--- src/sv/markov_stationary_distribution_defines.svh ---
// Assertion macros shared by the markov_stationary_distribution RTL
`ifndef MARKOV_STATIONARY_DISTRIBUTION_DEFINES_SVH
`define MARKOV_STATIONARY_DISTRIBUTION_DEFINES_SVH
`ifndef ASSERT_OFF
`define MSD_ASSERT(lbl, clk, rst, prop, msg) \
  lbl: assert property (@(posedge clk) disable iff (rst) (prop)) else $error(msg);
`define MSD_ASSERT_ALWAYS(lbl, clk, prop, msg) \
  lbl: assert property (@(posedge clk) (prop)) else $error(msg);
`else
`define MSD_ASSERT(lbl, clk, rst, prop, msg)
`define MSD_ASSERT_ALWAYS(lbl, clk, prop, msg)
`endif
`endif

--- src/sv/msd_pkg.sv ---
// Shared constants, types and tables for the stationary distribution block
package msd_pkg;

  localparam int MAX_STATES = 16;
  localparam int IDX_W      = $clog2(MAX_STATES);
  localparam int ADDR_W     = 2 * IDX_W;
  localparam int CNT_W      = IDX_W + 1;
  localparam int Q_W        = 48;
  localparam int IN_W       = 17;
  localparam int PI_W       = 25;

  localparam logic [CNT_W-1:0] N_MIN = CNT_W'(2);
  localparam logic [CNT_W-1:0] N_MAX = CNT_W'(MAX_STATES);

  localparam logic signed [Q_W-1:0] QONE = 48'sh0001_0000_0000;
  localparam logic signed [Q_W-1:0] QMAX = 48'sh7FFF_FFFF_FFFF;
  localparam logic signed [Q_W-1:0] QMIN = 48'sh8000_0000_0000;
  localparam logic [PI_W-1:0]       PI_MAX = 25'h100_0000;

  // register indexes
  localparam logic REG_N_STATES = 1'b0;

  typedef enum logic [3:0] {
    OP_NOP,
    OP_LOAD,
    OP_LD_A,
    OP_LD_B,
    OP_MUL,
    OP_ACC_CLR,
    OP_ACC_ONE,
    OP_NUM_ACC,
    OP_NUM_MSUB,
    OP_DIV,
    OP_STORE,
    OP_SUM_CLR,
    OP_SUM_ADD,
    OP_DIV_SUM,
    OP_OUT
  } dp_op_t;

  typedef struct packed {
    dp_op_t            op;
    logic [ADDR_W-1:0] addr;
    logic              one;     // operand is 1.0 instead of memory data
    logic              acc_sub; // accumulate by saturating subtract
    logic              zero_m;  // minuend is 0.0 instead of memory data
    logic              diag;    // loaded entry sits on the diagonal
    logic              last;    // last load entry / last result
    logic [IDX_W-1:0]  idx;
  } dp_cmd_t;

  typedef struct packed {
    logic busy;
    logic out_valid;
  } dp_stat_t;

  // round(2^32 / n), Q16.32 value of 1/n
  function automatic logic [32:0] recip_n(input logic [CNT_W-1:0] n);
    logic [32:0] u;
    unique case (n)
      5'd2:    u = 33'd2147483648;
      5'd3:    u = 33'd1431655765;
      5'd4:    u = 33'd1073741824;
      5'd5:    u = 33'd858993459;
      5'd6:    u = 33'd715827883;
      5'd7:    u = 33'd613566757;
      5'd8:    u = 33'd536870912;
      5'd9:    u = 33'd477218588;
      5'd10:   u = 33'd429496730;
      5'd11:   u = 33'd390451572;
      5'd12:   u = 33'd357913941;
      5'd13:   u = 33'd330382100;
      5'd14:   u = 33'd306783378;
      5'd15:   u = 33'd286331153;
      5'd16:   u = 33'd268435456;
      default: u = 33'd0;
    endcase
    return u;
  endfunction

endpackage

--- src/sv/msd_ctrl.sv ---
// Sequencer: load counting, LU inversion loop nest, column sums and result issue
`include "markov_stationary_distribution_defines.svh"

module msd_ctrl (
  input  logic                         clk,
  input  logic                         rst,
  input  logic [msd_pkg::CNT_W-1:0]    n,
  input  logic                         cfg_clr,
  input  logic                         in_valid,
  output logic                         in_ready,
  input  msd_pkg::dp_stat_t            stat,
  output msd_pkg::dp_cmd_t             cmd
);

  typedef enum logic [4:0] {
    S_LOAD, S_INIT, S_MA, S_MB, S_MC, S_MD, S_MW,
    S_FA, S_FB, S_FC, S_FD, S_FW, S_ST,
    S_SC, S_SA, S_SB, S_SD, S_SW, S_SO
  } state_t;

  // L: lower factor, U: upper factor, LI/UI: triangular inverses, MUL: product
  typedef enum logic [2:0] {
    PH_P0, PH_L, PH_U, PH_LI, PH_UI, PH_MUL, PH_SUM
  } phase_t;

  state_t                     state;
  phase_t                     phase, phase_next;
  logic [msd_pkg::CNT_W-1:0]  i, j, k, i_next, j_next;
  logic [msd_pkg::CNT_W-1:0]  ld_row, ld_col;
  logic [msd_pkg::CNT_W-1:0]  n_m1, k_lo, k_hi;
  logic [msd_pkg::ADDR_W-1:0] a_addr, b_addr, m_addr, d_addr, dst_addr;
  logic                       a_one, b_one, use_msub, zero_m, use_div;
  logic                       take;

  function automatic logic [msd_pkg::ADDR_W-1:0] ad(input logic [msd_pkg::CNT_W-1:0] r,
                                                   input logic [msd_pkg::CNT_W-1:0] c);
    return {r[msd_pkg::IDX_W-1:0], c[msd_pkg::IDX_W-1:0]};
  endfunction

  assign n_m1     = n - 1'b1;
  // a register write restarts the load, so no request is taken in that cycle
  assign in_ready = (state == S_LOAD) && !cfg_clr;
  assign take     = in_valid && in_ready;

  // loop bounds, operand and finish addresses of the current element
  always_comb begin
    k_lo = '0; k_hi = '0;
    a_addr = '0; b_addr = '0; a_one = 1'b0; b_one = 1'b0;
    m_addr = '0; d_addr = '0; dst_addr = '0;
    use_msub = 1'b0; zero_m = 1'b0; use_div = 1'b0;
    unique case (phase)
      PH_P0: begin
        use_msub = 1'b1; use_div = 1'b1;
        m_addr = ad('0, i); d_addr = ad('0, '0); dst_addr = ad('0, i);
      end
      PH_L: begin
        k_hi = i;
        a_addr = ad(j, k); b_addr = ad(k, i);
        use_msub = 1'b1; m_addr = ad(j, i); dst_addr = ad(j, i);
      end
      PH_U: begin
        k_hi = i;
        a_addr = ad(i, k); b_addr = ad(k, j);
        use_msub = 1'b1; use_div = 1'b1;
        m_addr = ad(i, j); d_addr = ad(i, i); dst_addr = ad(i, j);
      end
      PH_LI: begin
        k_lo = i; k_hi = j;
        a_addr = ad(j, k); b_addr = ad(k, i);
        use_div = 1'b1; d_addr = ad(j, j); dst_addr = ad(j, i);
      end
      PH_UI: begin
        k_lo = i; k_hi = j;
        a_addr = ad(k, j); b_addr = ad(i, k); b_one = (i == k);
        use_msub = 1'b1; zero_m = 1'b1; dst_addr = ad(i, j);
      end
      PH_MUL: begin
        k_lo = (i > j) ? i : j; k_hi = n;
        a_addr = ad(j, k); a_one = (j == k); b_addr = ad(k, i);
        dst_addr = ad(j, i);
      end
      PH_SUM: begin
        m_addr = ad(j, i);
      end
      default: ;
    endcase
  end

  // next element of the loop nest
  always_comb begin
    phase_next = phase; i_next = i; j_next = j + 1'b1;
    unique case (phase)
      PH_P0: begin
        i_next = i + 1'b1;
        if (i == n_m1) begin
          phase_next = PH_L; i_next = msd_pkg::CNT_W'(1); j_next = msd_pkg::CNT_W'(1);
        end
      end
      PH_L: begin
        if (j == n_m1) begin
          if (i == n_m1) begin
            phase_next = PH_LI; i_next = '0; j_next = '0;
          end else begin
            phase_next = PH_U; j_next = i + 1'b1;
          end
        end
      end
      PH_U: begin
        if (j == n_m1) begin
          phase_next = PH_L; i_next = i + 1'b1; j_next = i + 1'b1;
        end
      end
      PH_LI: begin
        if (j == n_m1) begin
          if (i == n_m1) begin
            phase_next = PH_UI; i_next = '0; j_next = msd_pkg::CNT_W'(1);
          end else begin
            i_next = i + 1'b1; j_next = i + 1'b1;
          end
        end
      end
      PH_UI: begin
        if (j == n_m1) begin
          if (i + msd_pkg::CNT_W'(2) > n_m1) begin
            phase_next = PH_MUL; i_next = '0; j_next = '0;
          end else begin
            i_next = i + 1'b1; j_next = i + msd_pkg::CNT_W'(2);
          end
        end
      end
      PH_MUL: begin
        if (j == n_m1) begin
          if (i == n_m1) begin
            phase_next = PH_SUM; i_next = '0; j_next = '0;
          end else begin
            i_next = i + 1'b1; j_next = '0;
          end
        end
      end
      default: ;
    endcase
  end

  always_ff @(posedge clk) begin
    if (rst) begin
      state  <= S_LOAD;
      phase  <= PH_P0;
      i      <= '0;
      j      <= '0;
      k      <= '0;
      ld_row <= '0;
      ld_col <= '0;
    end else begin
      if (cfg_clr) begin
        ld_row <= '0;
        ld_col <= '0;
      end
      unique case (state)
        S_LOAD: begin
          if (take) begin
            if (ld_col == n_m1) begin
              ld_col <= '0;
              if (ld_row == n_m1) begin
                ld_row <= '0;
                phase  <= PH_P0;
                i      <= msd_pkg::CNT_W'(1);
                j      <= '0;
                state  <= S_INIT;
              end else begin
                ld_row <= ld_row + 1'b1;
              end
            end else begin
              ld_col <= ld_col + 1'b1;
            end
          end
        end
        S_INIT: begin
          k     <= k_lo;
          state <= (k_lo < k_hi) ? S_MA : S_FA;
        end
        S_MA: state <= S_MB;
        S_MB: state <= S_MC;
        S_MC: state <= S_MD;
        S_MD: state <= S_MW;
        S_MW: begin
          if (!stat.busy) begin
            k     <= k + 1'b1;
            state <= (k + 1'b1 < k_hi) ? S_MA : S_FA;
          end
        end
        S_FA: state <= S_FB;
        S_FB: state <= use_div ? S_FC : S_ST;
        S_FC: state <= S_FD;
        S_FD: state <= S_FW;
        S_FW: if (!stat.busy) state <= S_ST;
        S_ST: begin
          phase <= phase_next;
          i     <= i_next;
          j     <= j_next;
          state <= (phase_next == PH_SUM) ? S_SC : S_INIT;
        end
        S_SC: begin
          j     <= '0;
          state <= S_SA;
        end
        S_SA: state <= S_SB;
        S_SB: begin
          if (j == n_m1) begin
            state <= S_SD;
          end else begin
            j     <= j + 1'b1;
            state <= S_SA;
          end
        end
        S_SD: state <= S_SW;
        S_SW: if (!stat.busy) state <= S_SO;
        S_SO: begin
          if (!stat.out_valid) begin
            if (i == n_m1) begin
              state <= S_LOAD;
            end else begin
              i     <= i + 1'b1;
              state <= S_SC;
            end
          end
        end
        default: state <= S_LOAD;
      endcase
    end
  end

  always_comb begin
    cmd = '{op: msd_pkg::OP_NOP, addr: '0, one: 1'b0, acc_sub: 1'b0, zero_m: 1'b0,
            diag: 1'b0, last: 1'b0, idx: '0};
    unique case (state)
      S_LOAD: begin
        cmd.op   = take ? msd_pkg::OP_LOAD : msd_pkg::OP_NOP;
        cmd.addr = ad(ld_row, ld_col);
        cmd.diag = (ld_row == ld_col);
        cmd.last = (ld_row == n_m1) && (ld_col == n_m1);
      end
      S_INIT: cmd.op = ((phase == PH_LI) && (i == j)) ? msd_pkg::OP_ACC_ONE
                                                     : msd_pkg::OP_ACC_CLR;
      S_MA: cmd.addr = a_addr;
      S_MB: begin
        cmd.op = msd_pkg::OP_LD_A; cmd.one = a_one; cmd.addr = b_addr;
      end
      S_MC: begin
        cmd.op = msd_pkg::OP_LD_B; cmd.one = b_one;
      end
      S_MD: begin
        cmd.op = msd_pkg::OP_MUL; cmd.acc_sub = (phase == PH_LI);
      end
      S_FA: cmd.addr = m_addr;
      S_FB: begin
        cmd.op     = use_msub ? msd_pkg::OP_NUM_MSUB : msd_pkg::OP_NUM_ACC;
        cmd.zero_m = zero_m;
        cmd.addr   = d_addr;
      end
      S_FC: cmd.op = msd_pkg::OP_LD_B;
      S_FD: cmd.op = msd_pkg::OP_DIV;
      S_ST: begin
        cmd.op = msd_pkg::OP_STORE; cmd.addr = dst_addr;
      end
      S_SC: cmd.op = msd_pkg::OP_SUM_CLR;
      S_SA: cmd.addr = m_addr;
      S_SB: cmd.op = msd_pkg::OP_SUM_ADD;
      S_SD: cmd.op = msd_pkg::OP_DIV_SUM;
      S_SO: begin
        cmd.op   = stat.out_valid ? msd_pkg::OP_NOP : msd_pkg::OP_OUT;
        cmd.idx  = i[msd_pkg::IDX_W-1:0];
        cmd.last = (i == n_m1);
      end
      default: ;
    endcase
  end

  `MSD_ASSERT(a_k_in_range, clk, rst, (state == S_MA) |-> (k < k_hi), "k past loop bound")
  `MSD_ASSERT(a_load_pos, clk, rst, (state == S_LOAD) |-> ((ld_row < n) && (ld_col < n)), "bad load")
  `MSD_ASSERT(a_store_idle, clk, rst, (state == S_ST) |-> !stat.busy, "store while arithmetic busy")

endmodule

--- config.mk ---
export PLATFORM = sky130hd
export DESIGN_NAME = msd_ctrl
export DESIGN_NICKNAME = d
export VERILOG_FILES = /design/src/sv/msd_pkg.sv /design/src/sv/msd_ctrl.sv
export VERILOG_INCLUDE_DIRS = /design/src /design/src/sv
export SDC_FILE = /design/constraint.sdc
export NUM_CORES = 1
export LEC_CHECK = 0
export ABC_AREA = 1
export ABC_CLOCK_PERIOD_IN_PS = 2500
export BUFFER_PORTS_ARGS = -buffer_cell sky130_fd_sc_hd__buf_2
export CAP_MARGIN = 25
export CORE_UTILIZATION = 50
export DETAILED_ROUTE_END_ITERATION = 6
export PLACE_DENSITY_LB_ADDON = 0.1
export SKIP_LAST_GASP = 1
export SLEW_MARGIN = 40
export SYNTH_ARGS = -nofsm -noshare
export SYNTH_HDL_FRONTEND = slang
export SYNTH_SLANG_ARGS = --single-unit
--- constraint.sdc ---
create_clock -name clk -period 2.5 [get_ports clk]
set_input_delay 0.125 -clock clk [delete_from_list [all_inputs] [get_ports clk]]
set_output_delay 0.125 -clock clk [all_outputs]
set_load 0.03 [all_outputs]
# == Yosys cells after proc, flatten, opt, wreduce, memory -nomap -nowiden ==
# Cells that the tools add are included.
# word_totals
regBits,33
in_bits,11
output_inout_bits,22
wordCells,182
# classes
n_addsub,7
order_cmp,4
n_eq_ne,48
n_mux,90
reduce_logical,26
# op_table
operator,n
$mux W5,40
$pmux W8 S3,4
$pmux W5 S19,1
$pmux W4 S12,1
$pmux W8 S6,1
$mux W3,15
$eq A5 B4 Y1 const B,8
$eq A5 B5 Y1,8
$pmux W5 S3,2
$pmux W5 S6,1
$add A5 B1 Y5 const B,5
$pmux W5 S5,1
$eq A5 B3 Y1 const B,4
$mux W4,5
$pmux W5 S2,2
$pmux W5 S4,1
$pmux W3 S6,1
$pmux W8 S2,1
$eq A5 B5 Y1 const B,3
$ne A3 B3 Y1 const B,5
$ne A2 B2 Y1 const B,7
$reduce_or A2 Y1,7
$eq A3 B3 Y1 const B,4
$reduce_and A12 Y1,1
other kinds (27),47

# == Longest topological paths before layout ==
# Gate-level depths: netlist (run 1).
# logic_depth
word_depth,8
ltp_mapped,21
ltp_nobuf,21

# == Worst setup path after synthesis (run 1) ==
# No wires, ideal clock.
# synth_path
path_kind,register to register
from,register j[3] (netlist name)
to,register state[0]
setup_time_ns,0.134
t_arrival_ns,2.545
required_ns,2.366
slack_ns,-0.179
stages_incl_launch_ff,20
n_path_buf,1
synth_period_minus_slack_ns,2.679
cell_sequence,dfxtp_1 -> buf_2 -> inv_1 -> ha_1 -> nand2_1 -> inv_1 -> nand3_1 -> nand4_1 -> nand2_1 -> inv_1 -> o32ai_1 -> ha_1 -> a21oi_1 -> nor2_1 -> a211oi_1 -> nand2_1 -> nand2_1 -> nand3_1 -> o21ai_1 -> a21oi_1
# synth_between
elab_chain_cells,6
elab_cells_between_ends,10
classes_between,order compare: 3; mux: 7
# synth_rtl
item,line,source
from (decl),msd_ctrl.sv:28,"logic [msd_pkg::CNT_W-1:0] i, j, k, i_next, j_next;"
from (signal assigned),msd_ctrl.sv:199,j <= j_next;
from (signal assigned),msd_ctrl.sv:211,j <= j + 1'b1;
$gt A5 B5 Y1,msd_ctrl.sv:78,k_lo = (i > j) ? i : j; k_hi = n;
$mux W5,msd_ctrl.sv:78,
$pmux W5 S2,msd_ctrl.sv:51,unique case (phase)
$lt A5 B5 Y1,msd_ctrl.sv:179,state <= (k_lo < k_hi) ? S_MA : S_FA;
$mux W3,msd_ctrl.sv:179,
$pmux W5 S19 *,msd_ctrl.sv:158,unique case (state)
to (signal assigned),msd_ctrl.sv:179,
to (signal assigned),msd_ctrl.sv:188,state <= (k + 1'b1 < k_hi) ? S_MA : S_FA;
to (signal assigned),msd_ctrl.sv:192,S_FB: state <= use_div ? S_FC : S_ST;
to (decl),msd_ctrl.sv:26,state_t state;
# Every way passes the cells marked *; elsewhere a longest branch is shown, timed or not. The select of a mux whose other input is x is not followed.
# A chain may end at the register's enable or synchronous reset.

# == Worst setup path after layout (run 1) ==
# layout_path
from,register j[4] (netlist name)
to,register k[4] (netlist name)
# layout_between
elab_chain_cells,4
# layout_rtl
item,line,source
$gt A5 B5 Y1,msd_ctrl.sv:78,
$mux W5 *,msd_ctrl.sv:78,
$pmux W5 S2 *,msd_ctrl.sv:51,
$pmux W5 S2 *,msd_ctrl.sv:158,
to (signal assigned),msd_ctrl.sv:178,k <= k_lo;
to (signal assigned),msd_ctrl.sv:187,k <= k + 1'b1;
to (decl),msd_ctrl.sv:28,
# Every way passes the cells marked *; elsewhere a longest branch is shown, timed or not.

==> flow_results.xml, run 1 <==
<?xml version="1.0" encoding="UTF-8"?>
<metrics>
  <group name="run_status">
    <metric name="outcome" unit="">complete, but fails checks</metric>
    <metric name="violations" unit="">negative setup slack</metric>
  </group>
  <group name="timing">
    <metric name="tightestPinTransition" unit="ps">802</metric>
    <metric name="hold_violations" unit="">0</metric>
    <metric name="timing.final.max_slew_violations" unit="">0</metric>
    <metric name="post-route-min-period" unit="ps">2730</metric>
    <metric name="unrepaired_setup_endpoints_after_global_routing" unit="">true</metric>
    <metric name="maxClockFrequency" unit="MHz">366</metric>
    <metric name="finalCritPeriodShare" unit="%">109</metric>
    <metric name="slew-limit-headroom" unit="%">46.3</metric>
    <metric name="layout_setup_ws" unit="ps">-234</metric>
    <metric name="clock_skew" unit="ps">6.48</metric>
    <metric name="setup_violations" unit="">7</metric>
  </group>
  <group name="synth">
    <metric name="ys_top_cells_by_area" unit="">sky130_fd_sc_hd__nand2_1, sky130_fd_sc_hd__dfxtp_1, sky130_fd_sc_hd__a21oi_1</metric>
    <metric name="yosys.cell_types.count" unit="">49</metric>
    <metric name="synth-warning-count" unit="">0</metric>
    <metric name="ys_ff_latch" unit="">33</metric>
    <metric name="syn-num-nets" unit="">828</metric>
    <metric name="ys_seq_area_share" unit="%">14.6</metric>
    <metric name="synth-main-ff-cell" unit="">sky130_fd_sc_hd__dfxtp_1</metric>
    <metric name="post-synth-top-area-fraction" unit="%">17.5</metric>
    <metric name="synth-async-reset-ratio" unit="%">0</metric>
    <metric name="count_of_flip_flops_with_a_built_in_enable_after_synthesis" unit="">0</metric>
    <metric name="syn-mean-instance-area" unit="um^2">5.72</metric>
    <metric name="synth_area_leader_cell" unit="">sky130_fd_sc_hd__nand2_1</metric>
    <metric name="syn_inst" unit="">792</metric>
    <metric name="synth.cell_area" unit="mm^2">0.00453</metric>
  </group>
  <group name="pwr">
    <metric name="power.density_cell_area" unit="mW/mm^2">224</metric>
    <metric name="vdd_ir_drop_max" unit="V">0.000274</metric>
    <metric name="static-leakage-power" unit="nW">2.94</metric>
  </group>
  <group name="clock_tree">
    <metric name="cts.sink_count" unit="">33</metric>
    <metric name="cts_made_buffers" unit="">5</metric>
    <metric name="clock_path_buffers" unit="">2</metric>
    <metric name="library_cell_used_as_clock_root_buffer" unit="">sky130_fd_sc_hd__clkbuf_8</metric>
    <metric name="worst_skew_pair.late_latency" unit="ps">310</metric>
    <metric name="clk_pin_slew" unit="ps">90</metric>
    <metric name="cts_tree" unit="">done</metric>
    <metric name="clock_tree.htree_level_count" unit="">2</metric>
    <metric name="hold_buffers" unit="">0</metric>
  </group>
  <group name="grt">
    <metric name="grt_overflow_total" unit="">0</metric>
    <metric name="grtUsageTotal" unit="%">41.5</metric>
    <metric name="vias_in_the_first_global_route" unit="">6130</metric>
    <metric name="grt_antenna_before_repair" unit="">0</metric>
    <metric name="grt_pass1_wl" unit="um">31000</metric>
    <metric name="grt_start_max_net_pins" unit="">24</metric>
  </group>
  <group name="die">
    <metric name="ioPinCount" unit="">33</metric>
    <metric name="core_region_area" unit="mm^2">0.00876</metric>
    <metric name="die-width" unit="um">97.2</metric>
    <metric name="floorplan.rows" unit="">34</metric>
    <metric name="start_util" unit="%">51.7</metric>
    <metric name="floorplan.die.height" unit="um">97.2</metric>
    <metric name="dieArea" unit="mm^2">0.00945</metric>
  </group>
  <group name="setup_path">
    <metric name="cp.arrival" unit="ps">2920</metric>
    <metric name="r2r_slack" unit="ps">-230</metric>
    <metric name="endpoint_kind" unit="">flop</metric>
    <metric name="worst_ep_required_time" unit="ps">2690</metric>
    <metric name="worstSetupStartpointType" unit="">flop</metric>
    <metric name="worstSetupPathType" unit="">reg -&gt; reg</metric>
    <metric name="cp_max_fo" unit="">3</metric>
  </group>
  <group name="drt">
    <metric name="drt_first_iter_violations" unit="">876</metric>
    <metric name="routed-wl-met3" unit="um">2570</metric>
    <metric name="firstDrtPassIters" unit="">6</metric>
    <metric name="routedLengthMet1" unit="um">7460</metric>
    <metric name="vias_per_cell" unit="">6.27</metric>
    <metric name="routed.top_layer" unit="">met4</metric>
    <metric name="vias" unit="">6537</metric>
    <metric name="detail-route-antenna-nets" unit="">0</metric>
    <metric name="drcViolationCount" unit="">0</metric>
    <metric name="routed-wl-met2" unit="um">9440</metric>
    <metric name="routed_wire_length_per_instance" unit="um">20.2</metric>
    <metric name="routed_wl" unit="um">21000</metric>
  </group>
  <group name="worst_hold_path">
    <metric name="worst_hold_path_type" unit="">in -&gt; reg</metric>
  </group>
  <group name="placed_design">
    <metric name="hpwlAfterDp" unit="um">15200</metric>
    <metric name="io_buffer_count" unit="">32</metric>
    <metric name="dp_slack" unit="ps">-216</metric>
    <metric name="gp_congestion" unit="">0.996</metric>
    <metric name="dpl.cell_count" unit="">1011</metric>
  </group>
  <group name="cells_and_area">
    <metric name="finalNonFillerCells" unit="">1042</metric>
    <metric name="layout-drive-gt1-share" unit="%">32.8</metric>
    <metric name="layout-area-overhead-vs-synth" unit="%">40.4</metric>
    <metric name="n_antenna_cell" unit="">0</metric>
    <metric name="num-nets-final" unit="">969</metric>
  </group>
  <group name="run">
    <metric name="drv_cap" unit="">0</metric>
  </group>
</metrics>
## layer usage
metal / up-vias / track usage [%]
li1: 2963 / -
met4: 0 / 24.8
met1: 2937 / 51.6
met3: 147 / 7.55
met5: - / 0
met2: 490 / 66.8
## final timing paths
check,start,end,cells past startpoint
worst max-delay path,j[4]$_SDFFE_PP0P_,k[4]$_SDFFE_PP0P_,20
worst min-delay path,stat[1],state[3]$_SDFFE_PP0P_,3
worst max register to register,j[4]$_SDFFE_PP0P_,k[4]$_SDFFE_PP0P_,20
worst min register to register,state[1]$_SDFFE_PP0P_,state[1]$_SDFFE_PP0P_,2
## power breakdown
part           internal, mW  leakage, nW  switching [mW]
logic                0.0922         2.60           0.146
clock network         0.402       0.0687           0.256
registers             0.525        0.273         0.00499
total                  1.02         2.94           0.407
## synthesized netlist by cell type, drive strengths merged (2+ instances only)
master,number
inv,92
o2111ai,6
a22oi,4
nor2,84
or2,4
a21oi,71
clkinv,5
o31ai,3
a221oi,8
o221ai,3
buf,9
clkbuf,16
o32ai,4
nand3,68
a211oi,3
nor3,15
nand2,216
xor2,23
o22ai,10
nand4,17
xnor2,6
nand3b,2
nor4,2
ha,25
o21ai,54
dfxtp,33
## cells by family (layout without fill, tap and decap cells)
group,count (synthesis),in the layout,synth area share [%]
flops,33,33,14.6
fa+ha+maj,25,25,6.90
buf+inv,122,263,10.5
xor+xnor,29,29,5.61
simple gates,408,409,39.5
compound gates,175,175,22.9
## final cells by class
type,instances,area (um^2)
clock buffers,5,68.8
clock inverters,3,68.8
fillers,719,2400
inverters,97,374
multi-input cells,638,3890
flip-flops and latches,33,681
well taps,108,135
repair buffers,158,1140
## cell usage in the layout, fill, tap and decap left out, types with 4 or more instances in the layout
cell type	count
sky130_fd_sc_hd__nand2_1	194
sky130_fd_sc_hd__buf_4	120
sky130_fd_sc_hd__inv_1	65
sky130_fd_sc_hd__nor2_1	63
sky130_fd_sc_hd__nand3_1	62
sky130_fd_sc_hd__a21oi_1	59
sky130_fd_sc_hd__o21ai_0	40
sky130_fd_sc_hd__buf_2	31
sky130_fd_sc_hd__inv_2	26
sky130_fd_sc_hd__xor2_1	21
sky130_fd_sc_hd__dfxtp_1	21
sky130_fd_sc_hd__nand2_2	18
sky130_fd_sc_hd__nand4_1	17
sky130_fd_sc_hd__ha_1	14
sky130_fd_sc_hd__nor2_2	12
sky130_fd_sc_hd__a21oi_2	11
sky130_fd_sc_hd__o21ai_1	11
sky130_fd_sc_hd__dfxtp_2	10
sky130_fd_sc_hd__nor2_4	9
sky130_fd_sc_hd__nor3_1	9
sky130_fd_sc_hd__ha_4	9
sky130_fd_sc_hd__o22ai_1	8
sky130_fd_sc_hd__a221oi_1	6
sky130_fd_sc_hd__o2111ai_1	6
sky130_fd_sc_hd__xnor2_1	6
sky130_fd_sc_hd__buf_6	6
sky130_fd_sc_hd__nand2_4	5
sky130_fd_sc_hd__nor3_2	5
sky130_fd_sc_hd__clkbuf_8	5
sky130_fd_sc_hd__a22oi_1	4
## critical path, stage by stage (launching register included)
cell and delay [ps]:
sky130_fd_sc_hd__dfxtp_2 350, sky130_fd_sc_hd__inv_2 60, sky130_fd_sc_hd__ha_4 280, sky130_fd_sc_hd__nand2_4 60, sky130_fd_sc_hd__nor2_4 110, sky130_fd_sc_hd__buf_4 120
sky130_fd_sc_hd__nand2_2 50, sky130_fd_sc_hd__nand2_2 140, sky130_fd_sc_hd__o21ai_2 70, sky130_fd_sc_hd__inv_2 130, sky130_fd_sc_hd__o32ai_4 110, sky130_fd_sc_hd__buf_4 150
sky130_fd_sc_hd__buf_4 120, sky130_fd_sc_hd__buf_4 130, sky130_fd_sc_hd__buf_4 140, sky130_fd_sc_hd__buf_4 120, sky130_fd_sc_hd__buf_4 120, sky130_fd_sc_hd__buf_4 120
sky130_fd_sc_hd__buf_4 120, sky130_fd_sc_hd__nand2_1 60, sky130_fd_sc_hd__a221oi_2 50
## repair_timing
item                       CTS  global route
gates resized for setup     24            96
gates cloned                 1             0
setup endpoints to repair   14            23
pin swaps                    7            36
setup buffers               11            12
## flip-flops by register name (all words and copies together) (netlist names)
| register | count |
|---|---|
| i | 5 |
| j | 5 |
| k | 5 |
| ld_col | 5 |
| ld_row | 5 |
| state | 5 |
| phase | 3 |
## stage by stage
stage / setup TNS (ps) / util (%) / cell area (um^2) / power (mW) / hold WS, ps
floorplan: -32.2 / - / 4570 / 0.651 / 204
global placement: -232 / 63.2 / 5540 / 0.730 / 470
detailed placement: -900 / 63.2 / 5540 / 0.737 / 484
CTS: -207 / 66.7 / 5850 / 1.39 / 158
global route: -1740 / 72.6 / 6360 / 1.47 / 169
finish: -677 / 72.6 / 6360 / 1.43 / 179
No activity file was read; power rests on OpenSTA's default activity.
==> run 2: changes to the inputs <==
- ABC_CLOCK_PERIOD_IN_PS: 2500 -> 3260
- CTS_BUF_LIST: unset -> sky130_fd_sc_hd__clkbuf_2 sky130_fd_sc_hd__clkbuf_4 sky130_fd_sc_hd__clkbuf_8
- clock period: 2.5 -> 3.26 ns (I/O delays scaled with it)
==> run 2 against run 1 <==
  * Non-clock buffer count is 98 lower
  * Die area stayed put
  * Highest routed layer unchanged
  * Sequential power is 23% lower
  * Clock-buffer cell count is 2 higher
  * Clock skew is 1.0 ps higher
  * The flow now finishes without violations
  * Via count is 9.5% lower
  * Largest cell class unchanged
  * Critical path depth is 6 lower
  * First-iteration DRC count is 15% lower
  * Register-to-register slack better by 390 ps
==> flow_results.xml, run 2 (synthesis results as in run 1) <==
<?xml version="1.0" encoding="UTF-8"?>
<metrics>
  <group name="grt">
    <metric name="grt_start_max_net_pins" unit="">25</metric>
    <metric name="vias_in_the_first_global_route" unit="">5511</metric>
    <metric name="grt_overflow_total" unit="">0</metric>
    <metric name="grtUsageTotal" unit="%">39.3</metric>
    <metric name="grt_antenna_before_repair" unit="">0</metric>
    <metric name="grt_pass1_wl" unit="um">29100</metric>
  </group>
  <group name="cells_and_area">
    <metric name="layout-area-overhead-vs-synth" unit="%">10.9</metric>
    <metric name="fillers" unit="">898</metric>
    <metric name="n_antenna_cell" unit="">0</metric>
    <metric name="num-nets-final" unit="">870</metric>
    <metric name="layout-drive-gt1-share" unit="%">13.8</metric>
    <metric name="stdcell_area" unit="mm^2">0.00502</metric>
    <metric name="leading_cell_types_in_the_layout_fill_and_taps_excluded" unit="">sky130_fd_sc_hd__nand2_1, sky130_fd_sc_hd__inv_1, sky130_fd_sc_hd__nor2_1, sky130_fd_sc_hd__a21oi_1, sky130_fd_sc_hd__nand3_1</metric>
    <metric name="layout_commonest_cell" unit="">sky130_fd_sc_hd__nand2_1</metric>
  </group>
  <group name="timing">
    <metric name="setup_violations" unit="">0</metric>
    <metric name="tightestPinTransition" unit="ps">721</metric>
    <metric name="post-route-min-period" unit="ps">3110</metric>
    <metric name="holdWs" unit="ps">178</metric>
    <metric name="maxClockFrequency" unit="MHz">322</metric>
    <metric name="timing.final.max_slew_violations" unit="">0</metric>
    <metric name="slew-limit-headroom" unit="%">51.6</metric>
    <metric name="hold_violations" unit="">0</metric>
    <metric name="finalCritPeriodShare" unit="%">95.2</metric>
    <metric name="clock_skew" unit="ps">7.49</metric>
    <metric name="unrepaired_setup_endpoints_after_global_routing" unit="">false</metric>
    <metric name="finalSetupTns" unit="ps">0</metric>
  </group>
  <group name="setup_path">
    <metric name="critical-path-top-delay-family" unit="">simple AND/OR/NAND/NOR gates</metric>
    <metric name="worst_ep_required_time" unit="ps">3430</metric>
    <metric name="worstSetupStartpointType" unit="">flop</metric>
    <metric name="critical-path-max-stage-delay" unit="ps">500</metric>
    <metric name="worstSetupPathType" unit="">reg -&gt; reg</metric>
    <metric name="cpMostUsedCell" unit="">sky130_fd_sc_hd__nand2_1</metric>
    <metric name="critical_path.slowest_cell" unit="">sky130_fd_sc_hd__dfxtp_1</metric>
    <metric name="cp.arrival" unit="ps">3270</metric>
    <metric name="cp_max_fo" unit="">9</metric>
    <metric name="cp_cell_sequence" unit="">inv_1 &gt; nand3_1 &gt; nand2_1 &gt; a21oi_1 &gt; ha_1 &gt; a21oi_1 &gt; o21a_1 &gt; nand2_1 &gt; nand2_1 &gt; nand3_1 &gt; nor2_1 &gt; nand4_1 &gt; nand2_1 &gt; a21oi_1</metric>
    <metric name="endpoint_kind" unit="">flop</metric>
    <metric name="cp_num_buf_inv" unit="">1</metric>
  </group>
  <group name="drt">
    <metric name="detail-route-antenna-nets" unit="">0</metric>
    <metric name="vias" unit="">5915</metric>
    <metric name="routed_wl" unit="um">18600</metric>
    <metric name="drcViolationCount" unit="">0</metric>
    <metric name="vias_per_cell" unit="">6.28</metric>
    <metric name="drt_first_iter_violations" unit="">745</metric>
    <metric name="routed_wire_length_per_instance" unit="um">19.7</metric>
    <metric name="firstDrtPassIters" unit="">7</metric>
  </group>
  <group name="clock_tree">
    <metric name="cts_made_buffers" unit="">5</metric>
    <metric name="hold_buffers" unit="">0</metric>
    <metric name="clk_pin_slew" unit="ps">80</metric>
    <metric name="clock_path_buffers" unit="">2</metric>
    <metric name="post-cts-setup-buffer-count" unit="">0</metric>
    <metric name="library_cell_used_as_clock_root_buffer" unit="">sky130_fd_sc_hd__clkbuf_8</metric>
    <metric name="cts_tree" unit="">done</metric>
    <metric name="clock_tree.htree_level_count" unit="">2</metric>
    <metric name="worst_skew_pair.late_latency" unit="ps">300</metric>
    <metric name="cts.sink_count" unit="">33</metric>
  </group>
  <group name="die">
    <metric name="floorplan.rows" unit="">34</metric>
    <metric name="floorplan.die.height" unit="um">97.2</metric>
    <metric name="ioPinCount" unit="">33</metric>
    <metric name="die-width" unit="um">97.2</metric>
    <metric name="core_region_area" unit="mm^2">0.00876</metric>
    <metric name="dieArea" unit="mm^2">0.00945</metric>
    <metric name="start_util" unit="%">51.7</metric>
  </group>
  <group name="worst_hold_path">
    <metric name="worst_hold_path_type" unit="">in -&gt; reg</metric>
  </group>
  <group name="run_status">
    <metric name="outcome" unit="">complete, no violations</metric>
  </group>
  <group name="pwr">
    <metric name="power.density_cell_area" unit="mW/mm^2">176</metric>
    <metric name="vdd_ir_drop_max" unit="V">0.000119</metric>
    <metric name="static-leakage-power" unit="nW">2.36</metric>
    <metric name="design_power_total" unit="mW">0.885</metric>
  </group>
  <group name="placed_design">
    <metric name="hpwlAfterDp" unit="um">14400</metric>
    <metric name="placement.cell_area" unit="mm^2">0.00492</metric>
    <metric name="io_buffer_count" unit="">32</metric>
    <metric name="gp_congestion" unit="">1.07</metric>
  </group>
  <group name="run">
    <metric name="drv_cap" unit="">0</metric>
  </group>
</metrics>
==> run 2: cell count changes in the layout (fill, tap and decap cells not counted), sizes merged <==
| cell | change |
|---|---|
| inv | -1 |
| buf | -98 |
| nand2 | -1 |
| clkbuf | +2 |
| clkinv | +2 |
| bufinv | -2 |
| clkinvlp | -2 |
==> run 2: report_power, final <==
part	internal, mW	switching, mW
Clock	0.177	0.176
Sequential	0.404	0.00344
Combinational	0.0381	0.0869
Total	0.619	0.267
==> run 2: path summary, 6_finish.rpt <==
| check | start | slack [ps] | end | cells after the start |
|---|---|---|---|---|
| setup / recovery | phase[0]$_SDFFE_PP0P_ | 150 | state[2]$_SDFFE_PP0P_ | 14 |
| hold / removal | stat[1] | 180 | state[3]$_SDFFE_PP0P_ | 3 |
| setup reg to reg | phase[0]$_SDFFE_PP0P_ | 150 | state[2]$_SDFFE_PP0P_ | 14 |
| hold reg to reg | state[1]$_SDFFE_PP0P_ | 510 | state[1]$_SDFFE_PP0P_ | 2 |
==> run 2: final cells by class <==
cell class / instances / area [um^2] / share of cell area (%)
Clock buffer: 7 / 90.1 / 1.79
Multi-Input combinational cell: 637 / 3400 / 67.7
Timing Repair Buffer: 60 / 370 / 7.37
Inverter: 97 / 364 / 7.25
Tap cell: 108 / 135 / 2.69
Sequential cell: 33 / 662 / 13.2
==> run 2: what timing repair did <==
| item | 4_1_cts | 5_1_grt |
|---|---|---|
| gates resized for setup | 0 | 2 |
| setup endpoints to repair | 0 | 1 |
| endpoints found under the hold margin | 0 | 0 |
==> run 2: worst min-delay path, stage by stage <==
cell and delay, ps:
sky130_fd_sc_hd__buf_2 110, sky130_fd_sc_hd__nand3_1 100, sky130_fd_sc_hd__a21oi_1 70
==> run 2: metrics by stage <==
stage	setup slack, ps	cells	utilization [%]
after floorplan	581	792	-
after global placement	340	935	56.2
after detailed placement	312	935	56.2
after CTS	293	942	57.2
after global routing	67.6	942	57.3
final	155	942	57.3
==> run 2: layer usage <==
| layer | global-route usage (%) | vias to the layer above | part of all wire [%] |
|---|---|---|---|
| met5 | 0 | - | 0 |
| met4 | 20.3 | 0 | 5.2 |
| met3 | 6.62 | 84 | 13 |
| met2 | 61.1 | 435 | 43 |
| met1 | 51.9 | 2626 | 39 |
| li1 | - | 2770 | - |
==> run 3: changes to the inputs <==
- CORE_UTILIZATION: 50 -> 60
- CTS_CLUSTER_DIAMETER: unset -> 30
- RECOVER_POWER: unset -> 50
==> run 3 against run 2 <==
  * Total power up 16%
  * Hold slack worse by 2.3 ps
  * Global-route usage up 7.6 points
  * Clock power up 41%
  * Maximum frequency up 3.0%
==> flow_results.xml, run 3 (synthesis results as in run 1) <==
<?xml version="1.0" encoding="UTF-8"?>
<metrics>
  <group name="setup_path">
    <metric name="worstSetupStartpointType" unit="">flop</metric>
    <metric name="cp_max_fo" unit="">9</metric>
    <metric name="worstReg2RegStart" unit="">i[0]$_SDFFE_PP0P_</metric>
    <metric name="reg2reg_depth" unit="">17</metric>
    <metric name="endpoint_kind" unit="">flop</metric>
    <metric name="r2r-end" unit="">state[3]$_SDFFE_PP0P_</metric>
    <metric name="cp.arrival" unit="ps">3180</metric>
    <metric name="worst_ep_required_time" unit="ps">3430</metric>
    <metric name="r2r_slack" unit="ps">240</metric>
    <metric name="worstSetupPathType" unit="">reg -&gt; reg</metric>
    <metric name="critical_path.startpoint" unit="">i[0]$_SDFFE_PP0P_</metric>
  </group>
  <group name="cells_and_area">
    <metric name="leading_cell_types_in_the_layout_fill_and_taps_excluded" unit="">sky130_fd_sc_hd__nand2_1, sky130_fd_sc_hd__inv_1, sky130_fd_sc_hd__nor2_1, sky130_fd_sc_hd__a21oi_1, sky130_fd_sc_hd__nand3_1</metric>
    <metric name="finalNonFillerCells" unit="">930</metric>
    <metric name="layout_commonest_cell" unit="">sky130_fd_sc_hd__nand2_1</metric>
    <metric name="layout-drive-gt1-share" unit="%">11.6</metric>
    <metric name="final_core_utilization" unit="%">68.5</metric>
    <metric name="layout-area-overhead-vs-synth" unit="%">10.3</metric>
    <metric name="seq_cell_area" unit="um^2">666</metric>
    <metric name="fillers" unit="">699</metric>
    <metric name="n_antenna_cell" unit="">0</metric>
    <metric name="num-nets-final" unit="">866</metric>
    <metric name="multiInputGateArea" unit="mm^2">0.00338</metric>
  </group>
  <group name="drt">
    <metric name="vias_per_cell" unit="">6.58</metric>
    <metric name="firstDrtPassIters" unit="">7</metric>
    <metric name="routed_wire_length_per_instance" unit="um">19.5</metric>
    <metric name="drt_first_iter_violations" unit="">1011</metric>
    <metric name="routed_wl" unit="um">18200</metric>
    <metric name="detail-route-antenna-nets" unit="">0</metric>
    <metric name="drcViolationCount" unit="">0</metric>
    <metric name="vias" unit="">6123</metric>
  </group>
  <group name="timing">
    <metric name="tightestPinTransition" unit="ps">1100</metric>
    <metric name="maxClockFrequency" unit="MHz">332</metric>
    <metric name="post-route-min-period" unit="ps">3020</metric>
    <metric name="finalSetupTns" unit="ps">0</metric>
    <metric name="slew-limit-headroom" unit="%">26.3</metric>
    <metric name="timing.final.max_slew_violations" unit="">0</metric>
    <metric name="setup_violations" unit="">0</metric>
    <metric name="hold_violations" unit="">0</metric>
    <metric name="clock_skew" unit="ps">18.7</metric>
    <metric name="unrepaired_setup_endpoints_after_global_routing" unit="">false</metric>
    <metric name="finalCritPeriodShare" unit="%">92.5</metric>
  </group>
  <group name="pwr">
    <metric name="combPwrFrac" unit="%">12.2</metric>
    <metric name="share_seq_of_total_power" unit="%">39.6</metric>
    <metric name="sw_frac_of_total" unit="%">27.6</metric>
    <metric name="static-leakage-power" unit="nW">2.32</metric>
    <metric name="power.clock.fraction" unit="%">48.2</metric>
    <metric name="vdd_ir_drop_max" unit="V">0.000151</metric>
    <metric name="power.density_cell_area" unit="mW/mm^2">206</metric>
    <metric name="cell_internal_pwr" unit="mW">0.745</metric>
    <metric name="p_sw" unit="mW">0.283</metric>
  </group>
  <group name="die">
    <metric name="start_util" unit="%">62.1</metric>
    <metric name="die-width" unit="um">88.9</metric>
    <metric name="floorplan.die.height" unit="um">88.9</metric>
    <metric name="ioPinCount" unit="">33</metric>
    <metric name="core_region_area" unit="mm^2">0.00729</metric>
    <metric name="floorplan.rows" unit="">31</metric>
    <metric name="dieArea" unit="mm^2">0.00790</metric>
  </group>
  <group name="clock_tree">
    <metric name="library_cell_used_as_clock_root_buffer" unit="">sky130_fd_sc_hd__clkbuf_8</metric>
    <metric name="clk_pin_slew" unit="ps">90</metric>
    <metric name="clock_tree.htree_level_count" unit="">2</metric>
    <metric name="hold_buffers" unit="">0</metric>
    <metric name="clock_path_buffers" unit="">2</metric>
    <metric name="cts_made_buffers" unit="">5</metric>
    <metric name="cts_tree" unit="">done</metric>
    <metric name="worst_skew_pair.late_latency" unit="ps">310</metric>
    <metric name="cts.sink_count" unit="">33</metric>
  </group>
  <group name="grt">
    <metric name="vias_in_the_first_global_route" unit="">5420</metric>
    <metric name="grt_overflow_total" unit="">0</metric>
    <metric name="grt_start_max_net_pins" unit="">25</metric>
    <metric name="grt_pass1_wl" unit="um">27700</metric>
    <metric name="grtUsageTotal" unit="%">46.9</metric>
    <metric name="grt_antenna_before_repair" unit="">0</metric>
  </group>
  <group name="placed_design">
    <metric name="gp_congestion" unit="">1.06</metric>
    <metric name="io_buffer_count" unit="">32</metric>
    <metric name="hpwlAfterDp" unit="um">14000</metric>
    <metric name="dpl.cell_count" unit="">920</metric>
  </group>
  <group name="run">
    <metric name="drv_cap" unit="">0</metric>
  </group>
  <group name="worst_hold_path">
    <metric name="worst_hold_path.num_cells" unit="">3</metric>
    <metric name="worstHoldStart" unit="">stat[1]</metric>
    <metric name="whs_endpoint" unit="">state[3]$_SDFFE_PP0P_</metric>
    <metric name="worst_hold_path_type" unit="">in -&gt; reg</metric>
  </group>
  <group name="run_status">
    <metric name="outcome" unit="">complete, no violations</metric>
  </group>
</metrics>
## run 3: power groups by stage
stage | registers (mW) | clock network [mW] | logic, mW
finish | 0.407 | 0.496 | 0.125
floorplan | 0.416 | 0 | 0.0833
detailed placement | 0.417 | 0 | 0.122
CTS | 0.407 | 0.494 | 0.122
global placement | 0.417 | 0 | 0.117
global route | 0.407 | 0.511 | 0.136
## run 3: stage by stage
stage          hold WS, ps  cell area, um^2  setup slack, ps  total power [mW]
2_1_floorplan          242             4530              581             0.499
3_3_place_gp           474             4870              252             0.534
4_1_cts                168             5000              126              1.02
6_report               176             5000              244              1.03
5_1_grt                178             5000            0.631              1.05
3_5_place_dp           487             4870              130             0.539
## run 3: metal layers
metal | GRT usage (%) | vias to the layer above | wire length [um]
met5 | 0 | - | 0
met1 | 60.1 | 2721 | 6720
met2 | 69.9 | 530 | 7560
met4 | 25.5 | 0 | 1020
li1 | - | 2753 | -
met3 | 14.9 | 119 | 2870
## run 3: what timing repair did
| item | 4_1_cts | 5_1_grt |
|---|---|---|
| buffers inserted | 0 | 2 |
| hold endpoints to repair | 0 | 0 |
| gates resized for setup | 0 | 7 |
| setup endpoints to repair | 0 | 2 |
## run 3: critical path, stage by stage (launching register included)
cell                       delay (ps)
sky130_fd_sc_hd__dfxtp_1          340
sky130_fd_sc_hd__clkinv_1         260
sky130_fd_sc_hd__ha_1             440
sky130_fd_sc_hd__inv_1             50
sky130_fd_sc_hd__nor2_1            90
sky130_fd_sc_hd__nand2_1           60
sky130_fd_sc_hd__nor2_1           260
sky130_fd_sc_hd__nand2_1           90
sky130_fd_sc_hd__nor2_1           400
sky130_fd_sc_hd__nand2_1          170
sky130_fd_sc_hd__nand2_1          100
sky130_fd_sc_hd__nand2_1           50
sky130_fd_sc_hd__nand3_1           90
sky130_fd_sc_hd__nand2_1           60
sky130_fd_sc_hd__nand2_1          150
sky130_fd_sc_hd__nand2_1           70
sky130_fd_sc_hd__o21ai_1          130
sky130_fd_sc_hd__a21oi_1           80
## run 3: worst max-delay path by stage
stage | slack (ps) | endpoint | cells after the start
after detailed placement | 130 | state[0]$_SDFFE_PP0P_ | 17
after global routing | 0.6 | state[0]$_SDFFE_PP0P_ | 19
after global placement | 250 | state[0]$_SDFFE_PP0P_ | 17
after floorplan | 580 | state[0]$_SDFFE_PP0P_ | 19
after CTS | 130 | state[0]$_SDFFE_PP0P_ | 17
final | 240 | state[3]$_SDFFE_PP0P_ | 17
## run 3: final cells by class
type | instances | area share [%]
Multi-Input combinational cell | 637 | 67.6
Sequential cell | 33 | 13.3
Inverter | 97 | 7.36
Timing Repair Buffer | 56 | 6.53
Tap cell | 99 | 2.48
Clock buffer | 5 | 1.38
Clock inverter | 3 | 1.30
